**config.mk**
```make
export PLATFORM = sky130hd
export DESIGN_NAME = prms_ctrl
export DESIGN_NICKNAME = d
export VERILOG_FILES = /design/src/rtl/prms_pkg.sv /design/src/rtl/prms_ctrl.sv
export SDC_FILE = /design/constraint.sdc
export NUM_CORES = 1
export LEC_CHECK = 0
export ABC_AREA = 1
export BUFFER_PORTS_ARGS = -buffer_cell sky130_fd_sc_hd__buf_2
export CAP_MARGIN = 20
export CORE_ASPECT_RATIO = 1.5
export CORE_MARGIN = 2
export CORE_UTILIZATION = 51
export DETAILED_ROUTE_END_ITERATION = 16
export GPL_TIMING_DRIVEN = 0
export PLACE_DENSITY = 0.92
export SYNTH_ARGS = -nofsm -noshare
export SYNTH_HDL_FRONTEND = slang
export SYNTH_SLANG_ARGS = --single-unit
```
**constraint.sdc**
```tcl
create_clock -name clk -period 12.3 [get_ports clk]
set_input_delay 2.46 -clock clk [delete_from_list [all_inputs] [get_ports clk]]
set_output_delay 2.46 -clock clk [all_outputs]
set_load 0.005 [all_outputs]
```
**src/rtl/prms_pkg.sv**
```systemverilog
`timescale 1ns / 1ps
// Shared types and constants for the page range merge set.
// No dependencies; imported by every module of the block.
package prms_pkg;

  // Field widths fixed by the stream format
  localparam int ModeW     = 1;
  localparam int PfnW      = 52;
  localparam int SizeW     = 32;
  localparam int InDataW   = 88;   // pfn + size, padded to whole bytes
  localparam int InUserW   = 1;    // mode
  localparam int OutDataW  = 8;    // status + hit, padded to a byte

  // Request kinds
  localparam logic MODE_ADD   = 1'b0;
  localparam logic MODE_QUERY = 1'b1;

  // Result status codes
  localparam logic STATUS_OK   = 1'b0;
  localparam logic STATUS_FULL = 1'b1;

  // Controller states
  typedef enum logic [1:0] {
    ST_IDLE,
    ST_SCAN,
    ST_RESOLVE
  } state_t;

  // Flags that ride with the scan token from cell to cell
  typedef struct packed {
    logic vld;      // token present in this stage
    logic claimed;  // a free slot has been reserved upstream
    logic hit;      // query overlap found upstream
  } tok_flags_t;

  // Broadcast controls from the controller to every cell
  typedef struct packed {
    logic query;    // current request is a query
    logic commit;   // write merged range into the claimed slot
    logic finish;   // request done, drop all claims
  } ctrl_t;

endpackage

```
**src/rtl/prms_ctrl.sv**
```systemverilog
`timescale 1ns / 1ps
// Request sequencer: accepts requests, launches the scan token down the cell
// row, resolves the result and holds it in the output register. Uses prms_pkg.
module prms_ctrl
  import prms_pkg::*;
#(
  parameter int FRAME_BITS = 52,
  parameter int END_W      = 53
) (
  input  logic                  clk,
  input  logic                  rst_n,
  input  logic                  req_valid,
  output logic                  req_ready,
  input  logic                  req_mode,
  input  logic [PfnW-1:0]       req_pfn,
  input  logic [SizeW-1:0]      req_size,
  output ctrl_t                 ctl,
  output logic [FRAME_BITS-1:0] bus_lo,
  output logic [END_W-1:0]      bus_hi,
  output tok_flags_t            tok_first,
  input  tok_flags_t            tok_last,
  input  logic [FRAME_BITS-1:0] tok_last_lo,
  input  logic [END_W-1:0]      tok_last_hi,
  output logic                  res_valid,
  input  logic                  res_ready,
  output logic                  res_status,
  output logic                  res_hit
);

  state_t                state_r, state_nxt;
  logic                  query_r, query_nxt;
  logic                  empty_r, empty_nxt;
  logic                  full_r, full_nxt;
  logic                  hit_r, hit_nxt;
  logic                  launch_r, launch_nxt;
  logic [FRAME_BITS-1:0] lo_r, lo_nxt;
  logic [END_W-1:0]      hi_r, hi_nxt;
  logic                  res_valid_r, res_valid_nxt;
  logic                  res_status_r, res_status_nxt;
  logic                  res_hit_r, res_hit_nxt;
  logic [FRAME_BITS-1:0] req_lo;
  logic                  slot_free;

  assign req_lo    = FRAME_BITS'(req_pfn);
  assign slot_free = !res_valid_r || res_ready;

  // Next state and outputs
  always_comb begin
    state_nxt      = state_r;
    query_nxt      = query_r;
    empty_nxt      = empty_r;
    full_nxt       = full_r;
    hit_nxt        = hit_r;
    launch_nxt     = 1'b0;
    lo_nxt         = lo_r;
    hi_nxt         = hi_r;
    res_valid_nxt  = res_valid_r && !res_ready;
    res_status_nxt = res_status_r;
    res_hit_nxt    = res_hit_r;
    req_ready      = 1'b0;
    ctl.query      = query_r;
    ctl.commit     = 1'b0;
    ctl.finish     = 1'b0;
    case (state_r)
      ST_IDLE: begin
        req_ready = 1'b1;
        if (req_valid) begin
          query_nxt = (req_mode == MODE_QUERY);
          lo_nxt    = req_lo;
          hi_nxt    = END_W'(req_lo) + END_W'(req_size);
          empty_nxt = (req_size == '0);
          full_nxt  = 1'b0;
          hit_nxt   = 1'b0;
          if (req_size == '0) begin
            state_nxt = ST_RESOLVE;
          end else begin
            launch_nxt = 1'b1;
            state_nxt  = ST_SCAN;
          end
        end
      end
      ST_SCAN: begin
        // capture the union and flags when the token leaves the last cell
        if (tok_last.vld) begin
          lo_nxt    = tok_last_lo;
          hi_nxt    = tok_last_hi;
          hit_nxt   = query_r && tok_last.hit;
          full_nxt  = !query_r && !tok_last.claimed;
          state_nxt = ST_RESOLVE;
        end
      end
      ST_RESOLVE: begin
        if (slot_free) begin
          ctl.finish     = 1'b1;
          ctl.commit     = !query_r && !empty_r && !full_r;
          res_valid_nxt  = 1'b1;
          res_status_nxt = full_r ? STATUS_FULL : STATUS_OK;
          res_hit_nxt    = hit_r;
          state_nxt      = ST_IDLE;
        end
      end
      default: begin
        state_nxt = ST_IDLE;
      end
    endcase
  end

  // Control state
  always_ff @(posedge clk) begin
    if (!rst_n) begin
      state_r     <= ST_IDLE;
      launch_r    <= 1'b0;
      res_valid_r <= 1'b0;
    end else begin
      state_r     <= state_nxt;
      launch_r    <= launch_nxt;
      res_valid_r <= res_valid_nxt;
    end
  end

  // Payload
  always_ff @(posedge clk) begin
    query_r      <= query_nxt;
    empty_r      <= empty_nxt;
    full_r       <= full_nxt;
    hit_r        <= hit_nxt;
    lo_r         <= lo_nxt;
    hi_r         <= hi_nxt;
    res_status_r <= res_status_nxt;
    res_hit_r    <= res_hit_nxt;
  end

  assign bus_lo            = lo_r;
  assign bus_hi            = hi_r;
  assign tok_first.vld     = launch_r;
  assign tok_first.claimed = 1'b0;
  assign tok_first.hit     = 1'b0;
  assign res_valid         = res_valid_r;
  assign res_status        = res_status_r;
  assign res_hit           = res_hit_r;

  // Token is launched only at the start of a scan
  a_launch_scan: assert property (@(posedge clk) disable iff (!rst_n)
    launch_r |-> state_r == ST_SCAN) else $error("token launched outside scan");

  // Token leaves the row only while a scan is running
  a_last_scan: assert property (@(posedge clk) disable iff (!rst_n)
    tok_last.vld |-> state_r == ST_SCAN) else $error("stray scan token");

  // A query never drops a request as full
  a_query_ok: assert property (@(posedge clk) disable iff (!rst_n)
    ctl.finish && query_r |=> res_valid && res_status == STATUS_OK)
    else $error("query reported table full");

  // A commit never comes with a full status
  a_commit_ok: assert property (@(posedge clk) disable iff (!rst_n)
    ctl.commit |-> ctl.finish && !full_r) else $error("commit on full table");

endmodule

```
After elaboration in Yosys (flattened, before gate mapping):

Cells that the tools add are included.

* add/subtract/negate cells: 1
* $mul: 0
* div/mod/pow operators: 0
* order comparisons: 0
* equal/unequal tests: 5
* shift operators: 0
* mux-type cells: 23
* bitwise gates (word level): 0
* reductions and logical operators: 20

Operator list (count)
* 53-bit two-way mux: 2
* 53-bit one-hot mux with 2 select lines: 1
* 52-bit two-way mux: 2
* 52-bit one-hot mux with 2 select lines: 1
* 52-bit by 32-bit adder with 53-bit output: 1
* 32-bit logical NOT: 1
* 2-bit two-way mux: 6
* 3-bit AND reduction: 3
* 1-bit two-way mux: 8
* 1-bit logical NOT: 6
* 2-bit inequality test (second input constant): 3
* 2-bit one-hot mux with 3 select lines: 1
* 1-bit logical AND: 5
* 1-bit one-hot mux with 2 select lines: 2
* 2-bit AND reduction: 2
* 2-bit by 1-bit equality test with 1-bit output (second input constant): 1
* 2-bit equality test (second input constant): 1
* 2-bit logical NOT: 1
* 2-bit nonzero test: 1
* 1-bit logical OR: 1

* flip-flop bits (word level): 115
* bits in latches: 0
* RAM bits: 0
* memory bits (read-only): 0
* input bits: 197
* output and inout port bits: 115
* logic and storage cells: 60
* memories: 0

Longest topological paths before layout:

* depth after elaboration: 5
* gate-level depth with buffers: 14
* mapped depth without buffers: 14

Worst setup path after synthesis:

No wires, ideal clock.

* kind: in2reg
* start: in tok_last[2] (netlist name)
* end: reg hi_r[0], in the netlist bus_hi[0] (enable)
* setup time: 0.734 ns
* arrival: 10.374 ns
* data required time: 11.566 ns
* setup slack: 1.192 ns
* stages on the path: 2
* buffers on the path: 0
* cell sequence: nor2_1 -> a211oi_1

* longest elaborated chain between the ends: 2

Ends and longest elaborated chain
* from (decl): line prms_ctrl.sv:21 `input tok_flags_t tok_last,`
* 2-bit inequality test (no source line)
* 3-bit AND reduction (no source line)
* to (signal assigned): line prms_ctrl.sv:128 `hi_r <= hi_nxt;`
* to (decl): line prms_ctrl.sv:37 `logic [END_W-1:0] hi_r, hi_nxt;`

No other way between the ends.
A chain may end at the register's enable or synchronous reset.

==> results.cfg <==
[status]
status = completed

[global_routing]
grt_max_degree = 22
grt_pass1_wl_mm = 45.4
overflow = 0
grt_usage = 0.338
antenna_found_initial = 0
grt_pass1_vias = 9142

[clocking]
cts.htree.levels = 4
cts-root-buf = clkbuf_16
cts-buffers-inserted = 17
holdBufCountCts = 0
cts_resized = 0
worstSkewPairLatency_ns = 0.43
postCtsSetupRepairBufs = 0
clk_pin_slew_ns = 0.06
clockBufferDepth = 2
tritoncts = done
clock_sinks = 115

[finish]
layout-drive-gt1-share = 0.254
instances_no_fill = 1806
diodes = 0
fin_nets = 1813
syn2layout_area_growth_pct = 28.9

[sta]
holdWs_ns = 0.451
fin_ws_ns = 6.61
hold_viol = 0
rsz0062_at_grt = no
fin_crit_sh = 0.463
clock_skew_ns = 0.0146
slew_headroom = 0.381
worstMarginPinSlew_ns = 0.925
fmax_mhz = 176
setup_tns_ns = 0
slew_viol_final = 0
fin_crit_ns = 5.69
setup_viol = 0

[power_and_ir_drop]
p_sw_frac = 0.321
p_switching_mw = 0.447
powerDensity_nw_per_um2 = 127
seqPwrFrac = 0.377
ir_worst_vdd_mv = 0.0769
leakage_nw = 5.96
p_clk_frac = 0.353
p_int_mw = 0.948
share_comb_of_total_power = 0.271

[setup_path]
end_kind = output port
required_ns = 9.84
critPathLaunchType = input port
path_class = in2out
r2r-end = bus_hi[8]
reg2regPathDepth = 7
r2r_start = state_r[1]
critical_path_arrival_ns = 3.23
r2r_setup_slack_ns = 9.75
cp_max_fo = 4

[synth]
synthArstFlopShare = 0
synth.largest_area_cell = edfxtp_1
synth-seq-area-share = 0.399
synth_area_leaders = edfxtp_1 (39%), nand2_1 (23%), inv_1 (7.9%)
synth.top_cell.area_share = 0.390
ys.flop_type = edfxtp_1
syn_avg_cell_area_um2 = 6.85
yosys-top-cells-count = nand2_1 (533), inv_1 (179), nor2_1 (133)
synth_area_um2 = 8550
ys_ff_latch = 115
ys_types = 42
synthCells = 1249
yosys_warnings = 0
synth_edf_count = 111
synth.most_common_cell = nand2_1

[placed_design]
port_buffers = 309
detailed_place_hpwl_mm = 24.5
post-place-ws_ns = 6.60
place.gp.congestion = 0.984
dp_cells = 1774

[routing]
firstDrtPassIters = 6
wirelength_mm = 30.4
vias_per_cell = 5.20
drc = 0
wl_per_cell_um = 16.8
antenna_left = 0
vias = 9390
drtIter0Drc = 677

[floorplanning]
dieArea_um2 = 17800
fp.coreArea_um2 = 16600
die_h_um = 163
start_util = 0.515
pin_count = 312
row_count = 58
die_x_um = 110

[worst_hold_path]
min_to = res_hit
hold_path_class = reg2reg
whs_path_depth = 0
min_from = hit_r

[run]
maxCapViolations = 0
[layout by cell type (no fill, tap or decap), types with 10 or more instances in the layout]
cell type / count
a21oi_1: 18
nor2_1: 133
clkbuf_1: 11
nand2_2: 15
nand4_1: 10
o21ai_0: 17
nand2_1: 533
clkbuf_16: 17
ha_1: 32
nor3_1: 14
edfxtp_1: 111
nand3_1: 72
xnor2_1: 13
buf_2: 319
nand3b_1: 13
inv_1: 179
[final cells by class]
type | instances | area, um^2
plain buffers | 27 | 133
clock buffers | 18 | 429
inverters | 182 | 683
fillers | 1482 | 5600
well taps | 210 | 263
repair buffers | 314 | 1620
flip-flops and latches | 115 | 3410
multi-input cells | 926 | 4340
clock inverters | 14 | 139
[cell families (layout without fill, tap and decap cells)]
| group | after synthesis | after routing | synth area share |
|---|---|---|---|
| fa+ha+maj | 33 | 33 | 0.0491 |
| flops | 115 | 115 | 0.399 |
| xor+xnor | 15 | 15 | 0.0154 |
| compound gates | 47 | 47 | 0.0294 |
| simple gates | 829 | 829 | 0.411 |
| other cells | 1 | 2 | 0.000438 |
| buf+inv | 209 | 555 | 0.0954 |
[per-stage QoR]
step | cell area (um^2) | util | total power, mW
after floorplan | 8560 | - | 0.743
after global placement | 10400 | 0.624 | 0.903
after detailed placement | 10500 | 0.629 | 0.905
after CTS | 11000 | 0.663 | 1.39
after global routing | 11000 | 0.663 | 1.46
final | 11000 | 0.663 | 1.40
[power by group through the flow]
stage	Sequential, mW	Clock [mW]	Combinational [mW]
after floorplan	0.554	0	0.189
after global placement	0.549	0	0.354
after detailed placement	0.534	0	0.371
after CTS	0.526	0.492	0.375
after global routing	0.531	0.513	0.415
final	0.526	0.492	0.377
[routing by layer]
metal	vias to the layer above	track usage	routed length (um)
li1	4580	-	-
met1	4204	0.362	10800
met4	0	0.206	1870
met3	133	0.0512	1950
met2	473	0.610	15700
met5	-	0	0
[how the worst max path moves through the flow]
stage	slack, ns	cells after the start	start	to
floorplan	1.19	2	tok_last[2]	bus_hi[0]
global placement	-2.02	5	tok_last[2]	state_r[1]
detailed placement	6.60	6	res_ready	ctl[1]
CTS	6.60	6	res_ready	ctl[1]
global route	6.47	6	res_ready	ctl[1]
finish	6.61	6	res_ready	ctl[1]
[state kept, by name (all words and copies together) (netlist names)]
register / count
empty_r: 1
full_r: 1
res_hit: 1
state_r: 2
res_valid: 1
res_status: 1
query_r: 1
launch_r: 1
bus_hi: 53
hit_r: 1
bus_lo: 52
[worst max-delay path: stages]
cell	delay, ns
buf_2	0.08
nor2_1	0.05
nor2_1	0.27
inv_1	0.07
nor4_1	0.15
buf_2	0.16
Note: power is estimated with default switching activity, not from simulation.
