[config.mk]
export PLATFORM = sky130hd
export DESIGN_NAME = prms_cell
export DESIGN_NICKNAME = d
export VERILOG_FILES = /design/src/rtl/prms_pkg.sv /design/src/rtl/prms_cell.sv
export SDC_FILE = /design/constraint.sdc
export NUM_CORES = 1
export LEC_CHECK = 0
export ABC_AREA = 1
export ABC_CLOCK_PERIOD_IN_PS = 6400
export BUFFER_PORTS_ARGS = -buffer_cell sky130_fd_sc_hd__buf_2
export CORE_MARGIN = 2
export CORE_UTILIZATION = 58
export DETAILED_ROUTE_END_ITERATION = 6
export PLACE_DENSITY = 0.91
export SYNTH_ARGS = -nofsm -noshare
export SYNTH_HDL_FRONTEND = slang
export SYNTH_SLANG_ARGS = --single-unit
[constraint.sdc]
create_clock -name clk -period 6.4 [get_ports clk]
set_clock_uncertainty 0.05 [all_clocks]
set_input_delay 0.64 -clock clk [delete_from_list [all_inputs] [get_ports clk]]
set_output_delay 0.64 -clock clk [all_outputs]
set_load 0.05 [all_outputs]
[src/rtl/prms_pkg.sv]
`timescale 1ns / 1ps
// Shared types and constants for the page range merge set.
// No dependencies; imported by every module of the block.
package prms_pkg;

  // Field widths fixed by the stream format
  localparam int ModeW     = 1;
  localparam int PfnW      = 52;
  localparam int SizeW     = 32;
  localparam int InDataW   = 88;   // pfn + size, padded to whole bytes
  localparam int InUserW   = 1;    // mode
  localparam int OutDataW  = 8;    // status + hit, padded to a byte

  // Request kinds
  localparam logic MODE_ADD   = 1'b0;
  localparam logic MODE_QUERY = 1'b1;

  // Result status codes
  localparam logic STATUS_OK   = 1'b0;
  localparam logic STATUS_FULL = 1'b1;

  // Controller states
  typedef enum logic [1:0] {
    ST_IDLE,
    ST_SCAN,
    ST_RESOLVE
  } state_t;

  // Flags that ride with the scan token from cell to cell
  typedef struct packed {
    logic vld;      // token present in this stage
    logic claimed;  // a free slot has been reserved upstream
    logic hit;      // query overlap found upstream
  } tok_flags_t;

  // Broadcast controls from the controller to every cell
  typedef struct packed {
    logic query;    // current request is a query
    logic commit;   // write merged range into the claimed slot
    logic finish;   // request done, drop all claims
  } ctrl_t;

endpackage

[src/rtl/prms_cell.sv]
`timescale 1ns / 1ps
// One table slot of the range set plus one stage of the scan token.
// Depends on prms_pkg.
module prms_cell
  import prms_pkg::*;
#(
  parameter int FRAME_BITS = 52,
  parameter int END_W      = 53
) (
  input  logic                  clk,
  input  logic                  rst_n,
  input  ctrl_t                 ctl,
  input  logic [FRAME_BITS-1:0] bus_lo,
  input  logic [END_W-1:0]      bus_hi,
  input  tok_flags_t            tok_in,
  input  logic [FRAME_BITS-1:0] tok_lo_in,
  input  logic [END_W-1:0]      tok_hi_in,
  output tok_flags_t            tok_out,
  output logic [FRAME_BITS-1:0] tok_lo_out,
  output logic [END_W-1:0]      tok_hi_out
);

  logic                  valid_r, valid_nxt;
  logic                  claim_r, claim_nxt;
  logic [FRAME_BITS-1:0] start_r, start_nxt;
  logic [END_W-1:0]      end_r, end_nxt;
  tok_flags_t            tok_r, tok_nxt;
  logic [FRAME_BITS-1:0] tok_lo_r, tok_lo_nxt;
  logic [END_W-1:0]      tok_hi_r, tok_hi_nxt;
  logic                  match_add;
  logic                  match_query;

  // Overlap tests against the request range: add also takes touching ranges
  assign match_add   = valid_r && (END_W'(start_r) <= bus_hi) && (end_r >= END_W'(bus_lo));
  assign match_query = valid_r && (END_W'(start_r) < bus_hi) && (end_r > END_W'(bus_lo));

  // Process the token as it passes; apply commit on request finish
  always_comb begin
    valid_nxt  = valid_r;
    claim_nxt  = claim_r;
    start_nxt  = start_r;
    end_nxt    = end_r;
    tok_nxt    = tok_in;
    tok_lo_nxt = tok_lo_in;
    tok_hi_nxt = tok_hi_in;
    if (tok_in.vld) begin
      if (ctl.query) begin
        tok_nxt.hit = tok_in.hit | match_query;
      end else begin
        // fold this slot into the running union and free it
        if (match_add) begin
          valid_nxt  = 1'b0;
          tok_lo_nxt = (start_r < tok_lo_in) ? start_r : tok_lo_in;
          tok_hi_nxt = (end_r > tok_hi_in) ? end_r : tok_hi_in;
        end
        // reserve the lowest slot that is free after the fold
        if ((!valid_r || match_add) && !tok_in.claimed) begin
          claim_nxt       = 1'b1;
          tok_nxt.claimed = 1'b1;
        end
      end
    end
    if (ctl.finish) begin
      claim_nxt = 1'b0;
      if (ctl.commit && claim_r) begin
        start_nxt = bus_lo;
        end_nxt   = bus_hi;
        valid_nxt = 1'b1;
      end
    end
  end

  // Control state
  always_ff @(posedge clk) begin
    if (!rst_n) begin
      valid_r <= 1'b0;
      claim_r <= 1'b0;
      tok_r   <= '0;
    end else begin
      valid_r <= valid_nxt;
      claim_r <= claim_nxt;
      tok_r   <= tok_nxt;
    end
  end

  // Payload
  always_ff @(posedge clk) begin
    start_r  <= start_nxt;
    end_r    <= end_nxt;
    tok_lo_r <= tok_lo_nxt;
    tok_hi_r <= tok_hi_nxt;
  end

  assign tok_out    = tok_r;
  assign tok_lo_out = tok_lo_r;
  assign tok_hi_out = tok_hi_r;

  // A claimed slot is always empty until its commit
  a_claim_empty: assert property (@(posedge clk) disable iff (!rst_n)
    claim_r |-> !valid_r) else $error("claimed slot still holds a range");

  // Commit fills the claimed slot
  a_commit_fill: assert property (@(posedge clk) disable iff (!rst_n)
    ctl.finish && ctl.commit && claim_r |=> valid_r && !claim_r)
    else $error("commit did not fill claimed slot");

  // The scan token is a single pulse
  a_tok_pulse: assert property (@(posedge clk) disable iff (!rst_n)
    tok_r.vld |=> !tok_r.vld) else $error("scan token longer than one cycle");

endmodule

Word-level counts from Yosys, hierarchy flattened
Index checks and enable logic that the tools add are counted.

Reductions and logical operators: 12. Magnitude comparators: 6. Bitwise operators: 3. Muxes and demuxes: 17.

Operators with widths (count): $mux 53 (4); $mux 52 (4); $ge 53x52->1 (1); $gt 53x52->1 (1); $gt 53x53->1 (1); $le 52x53->1 (1); $lt 52x53->1 (1); $lt 52x52->1 (1); $mux 1 (8); $logic_and 1x1->1 (6); $reduce_and 3->1 (1); $logic_not 1->1 (2); $mux 2 (1); $not 1->1 (2); $reduce_and 2->1 (1); $reduce_or 2->1 (1); $logic_or 1x1->1 (1); $or 1x1->1 (1).

Word-level logic and storage cells: 47. Flip-flop bits (word level): 215. Output and inout bits: 108. Bits of input ports: 218.

Depth between registers and ports, before layout
Depth in word-level cells: 8. Gate-level depth with buffers: 19. Depth with buffers taken out: 18.

Least setup slack after synthesis
No wires, ideal clock.

Path type: input -> register. From: in ctl[1] in the netlist's numbering. To: reg end_r[0] (enable). Library setup time: 0.459 ns. Arrival time: 2.774 ns. Stages: 2. Slack: 3.118 ns. Path buffers: 0. Cells stage by stage: nand3_1 -> inv_1.

Word-level cells in the longest chain between the ends: 2.

Ends and longest elaborated chain: start: declaration (line prms_cell.sv:12) `input ctrl_t ctl,`; $logic_and 1x1->1 (line prms_cell.sv:65) `if (ctl.commit && claim_r) begin`; $reduce_and 2->1 (no line); end signal: assignment (line prms_cell.sv:89) `end_r <= end_nxt;`; end: declaration (line prms_cell.sv:26) `logic [END_W-1:0] end_r, end_nxt;`.

Every way passes these cells. A chain may end at the register's enable or synchronous reset.

Worst setup path in the final report
From: reg end_r[44]. To: reg tok_lo_r[0] (netlist: tok_lo_out[0]).

Word-level cells in the longest chain between the ends: 5.

Ends and longest elaborated chain: $ge 53x52->1 (line prms_cell.sv:34) `assign match_add = valid_r && (END_W'(start_r) <= bus_hi) && (end_r >= END_W'(bus_lo));`; $logic_and 1x1->1 (line prms_cell.sv:34); $mux 52 (line prms_cell.sv:51) `if (match_add) begin`; $mux 52 (line prms_cell.sv:47) `if (ctl.query) begin`; $mux 52 (line prms_cell.sv:46) `if (tok_in.vld) begin`; named net tok_lo_nxt[0] (line prms_cell.sv:28) `logic [FRAME_BITS-1:0] tok_lo_r, tok_lo_nxt;`; end signal: assignment (line prms_cell.sv:90) `tok_lo_r <= tok_lo_nxt;`; end: declaration (line prms_cell.sv:28).

The timed path passes the listed nets, and every way through them passes these cells.

==> reports/summary.md <==
The effective utilization at floorplan was 58.8%; the mean post-synth cell area was 8.39 sq um. The logs give 3 for the number of antenna violations at the first check in global routing and 1945 for the total nets after synthesis. For this design the static power due to leakage is 8.38 nW. In the final layout, flip-flops and latches occupy 5360 sq um.

Once layout is complete, the cells apart from fillers number 2138. For the part of the power in combinational logic, the log shows 15.4%. The die is 152 um wide.

The average via count per standard cell was 5.51; the average wire per cell in the routed design was 17.7 um. In this run the standard cell core region covers 21700 sq um. The path type of the worst setup path was reg -> reg. Counting tap cells, the placed design contains a total of 2092 instances.

After technology mapping, the gate count stands at 1519. TritonCTS built the clock tree. The logs give 2264 for the layout net count and 0 for the max-slew violation count.

For the final routed database, the setup TNS stands at 0 ns. After global routing the overflow that remains totals 0. Counting every sink on the clock net gives 215.

Once detail routing completed, the nets flagged for antenna violations numbered 0. The switching share of power works out to 27.5%. The worst hold path belongs to the class in -> reg. The transition at the pin with the smallest max-transition slack is 1.10 ns, and the final setup slack of the worst path is 2.55 ns. After synthesis, the largest area contributor takes up 24.7% of total cell area. The tools report the number of hold violations in the final report as 0.

Counting the fill cells in the layout gives 1603. Counting flops with an async set or reset pin after synthesis yields a share of 0%. The Yosys step of the flow raised 0 warnings. The total die area came out at 23200 sq um. The synthesized netlist contains 34 unique library cells. Master cell of the clock root buffer: sky130_fd_sc_hd__clkbuf_16. Sorting the synthesized cells by how often they occur yields 411 x sky130_fd_sc_hd__nand2_1, 273 x sky130_fd_sc_hd__inv_1, 208 x sky130_fd_sc_hd__ha_1, 110 x sky130_fd_sc_hd__dfxtp_1, 105 x sky130_fd_sc_hd__edfxtp_1. The tools report the share of the yosys chip area belonging to registers as 42.0%.

Data on the critical path is required at its endpoint by 6.76 ns. Of the cells placed in the final design, the portion with a size suffix greater than 1 is 20.1%. For the deepest level of the CTS H-tree, the log shows 1. The area taken by multi-input logic gates came out at 6120 sq um. The remaining routing DRC violations came out at 0.

The run gives 11800 as the number of global-route vias before repair. The post-detailed-placement half-perimeter wirelength was 28600 um. Once placement finished, the instance area stood at 14500 sq um.

Element type at the critical path end: a flip-flop. Headroom to the max-slew limit came out at 26.7%. The share of the clock period used by the worst path came out at 60.1%. The first routing iteration left 837 violations.

Cells fill 70.5% of the core in the end. Setup repair after global routing left no endpoint under its margin. Pin placement for this block handled 326 I/O pins.

The most common cell in the synthesized netlist is sky130_fd_sc_hd__nand2_1. Fraction of power consumed by sequential logic: 44.3%. The number of I/O port buffers was 325. The final wirelength was 37700 um. Setup violations remaining at the end of the flow were counted as 0. Routability-driven placement finished with a final weighted congestion of 0.955. From bottom edge to top edge, the die measures 152 um. Detailed routing inserted a total of 11800 vias. The clock edge transition at the registers on the reported setup and hold paths is 0.06 ns, and the post-CTS setup buffer count is 0. The logs give 260 MHz for the fmax and 63 for the pin count of the biggest net entering global routing.

The run gives 4.20 ns as the arrival time of the worst setup path. Sorting the synthesized cells by area gives the leading types as sky130_fd_sc_hd__edfxtp_1 25%, sky130_fd_sc_hd__ha_1 20%, sky130_fd_sc_hd__dfxtp_1 17%. The power density over the cells was 221 nW/um^2; the all-layer global routing usage was 31.8%. The flow ran to the end, and the final reports show no timing, DRC or antenna violations. Counting the buffers created by CTS gives 24. The run gives 59600 um as the first-pass GRT wire length. Compared with the post-synthesis result, the final layout area differs by 20.0%. The internal power consumption was 0.00245 W. The final critical-path required period came out at 3.85 ns.

The synthesized design spends more area on one cell type than any other, namely sky130_fd_sc_hd__edfxtp_1. With fillers left out, the area of the finished cells amounts to 15300 sq um. The tools report the startpoint kind of the worst setup timing path as a flip-flop. Timing analysis after detailed placement gives a worst setup slack of 2.37 ns. Summing every instance area after synthesis gives 12700 sq um. The hold-fix buffer count after cts was 0; the number of iterations in the first detailed-routing pass was 6.

The clock network burns 40.3% of the power. Post-CTS repair changed the size of 0 cells. The number of flip-flops and latches in the synthesized netlist was 215; the critical-path maximum fanout was 53.

The clock latency on the worst-skew pair is 0.52 ns, and the number of flops mapped to enable cells by yosys is 105. The total number of placement rows is 54, and the maximum clock insertion buffer count is 3. The most used flip-flop cell after synthesis is sky130_fd_sc_hd__dfxtp_1. The logs give 0.000931 W for the switching power of the nets and 0.168 mV for the highest ir drop seen on vdd. Across the run, the number of max-cap violations was 0.
==> cells in the final DEF (no fill, tap or decap), types with 5 or more instances in the layout <==
| master | instances |
|---|---|
| sky130_fd_sc_hd__a21o_1 | 6 |
| sky130_fd_sc_hd__a21oi_1 | 89 |
| sky130_fd_sc_hd__buf_2 | 325 |
| sky130_fd_sc_hd__buf_4 | 5 |
| sky130_fd_sc_hd__clkbuf_1 | 10 |
| sky130_fd_sc_hd__clkbuf_16 | 25 |
| sky130_fd_sc_hd__dfxtp_1 | 110 |
| sky130_fd_sc_hd__edfxtp_1 | 105 |
| sky130_fd_sc_hd__ha_1 | 208 |
| sky130_fd_sc_hd__inv_1 | 272 |
| sky130_fd_sc_hd__nand2_1 | 411 |
| sky130_fd_sc_hd__nand3_1 | 78 |
| sky130_fd_sc_hd__nand4_1 | 75 |
| sky130_fd_sc_hd__nor2_1 | 64 |
| sky130_fd_sc_hd__nor3_1 | 8 |
| sky130_fd_sc_hd__o21ai_0 | 27 |
==> sequential cells by signal (all words and copies together), names as in the netlist <==
signal / cells
tok_lo_out: 52
start_r: 52
claim_r: 1
valid_r: 1
tok_out: 3
tok_hi_out: 53
end_r: 53
==> worst max-delay path, cell delays in order, from the launching register on <==
cell and delay [ns]:
sky130_fd_sc_hd__edfxtp_1 0.43, sky130_fd_sc_hd__ha_1 0.33, sky130_fd_sc_hd__nand2_1 0.07, sky130_fd_sc_hd__nor2_1 0.17, sky130_fd_sc_hd__nand4_1 0.13, sky130_fd_sc_hd__nand2b_1 0.24
sky130_fd_sc_hd__nor2_1 0.18, sky130_fd_sc_hd__nand2_1 0.11, sky130_fd_sc_hd__nand3_1 0.14, sky130_fd_sc_hd__nand3_2 0.12, sky130_fd_sc_hd__inv_4 0.48, sky130_fd_sc_hd__nand2_2 0.78
sky130_fd_sc_hd__o21ai_0 0.46
==> worst paths after layout <==
path | start | to | slack [ns] | cells after the start
worst min-delay path | bus_lo[10] | start_r[10] | 0.26 | 1
worst max register to register | end_r[44] | tok_lo_out[0] | 2.55 | 12
worst max-delay path | end_r[44] | tok_lo_out[0] | 2.55 | 12
worst min register to register | claim_r | claim_r | 0.40 | 2
==> area by class of cell <==
type / count / share of cell area [%]
Inverter: 276 / 6.80
Multi-Input combinational cell: 991 / 40.0
Tap cell: 280 / 2.29
Sequential cell: 215 / 35.0
Timing Repair Buffer: 330 / 10.9
Clock buffer: 39 / 4.69
Antenna cell: 2 / 0.0327
Clock inverter: 5 / 0.319
==> power by group through the flow <==
stage / Sequential (W) / Clock [W] / Combinational [W]
2_1_floorplan: 0.00166 / 0 / 0.000188
4_1_cts: 0.00150 / 0.00138 / 0.000517
3_3_place_gp: 0.00153 / 0 / 0.000490
5_1_grt: 0.00150 / 0.00143 / 0.000570
3_5_place_dp: 0.00153 / 0 / 0.000511
6_report: 0.00150 / 0.00136 / 0.000521
==> per-stage QoR <==
stage,power (W),hold slack (ns)
3_5_place_dp,0.00204,0.391
6_report,0.00338,0.256
4_1_cts,0.00339,0.238
2_1_floorplan,0.00185,0.375
3_3_place_gp,0.00202,0.381
5_1_grt,0.00350,0.239
==> layer usage <==
metal	part of all wire (%)	GRT usage (%)	vias to the layer above
met5	0.019	0	-
met4	5.2	14.3	2
met3	8.0	5.40	141
met2	48	54.3	618
met1	39	39.5	5395
li1	-	-	5629
==> kinds of logic after synthesis <==
| logic type | count (synthesis) | synth area share (%) |
|---|---|---|
| and+or+nand+nor | 653 | 22.1 |
| adders and majority gates | 208 | 20.4 |
| buffers and inverters | 313 | 10.1 |
| DFF | 215 | 42.0 |
| AOI/OAI and AO/OA | 130 | 5.38 |
Note: power is estimated with default switching activity, not from simulation.
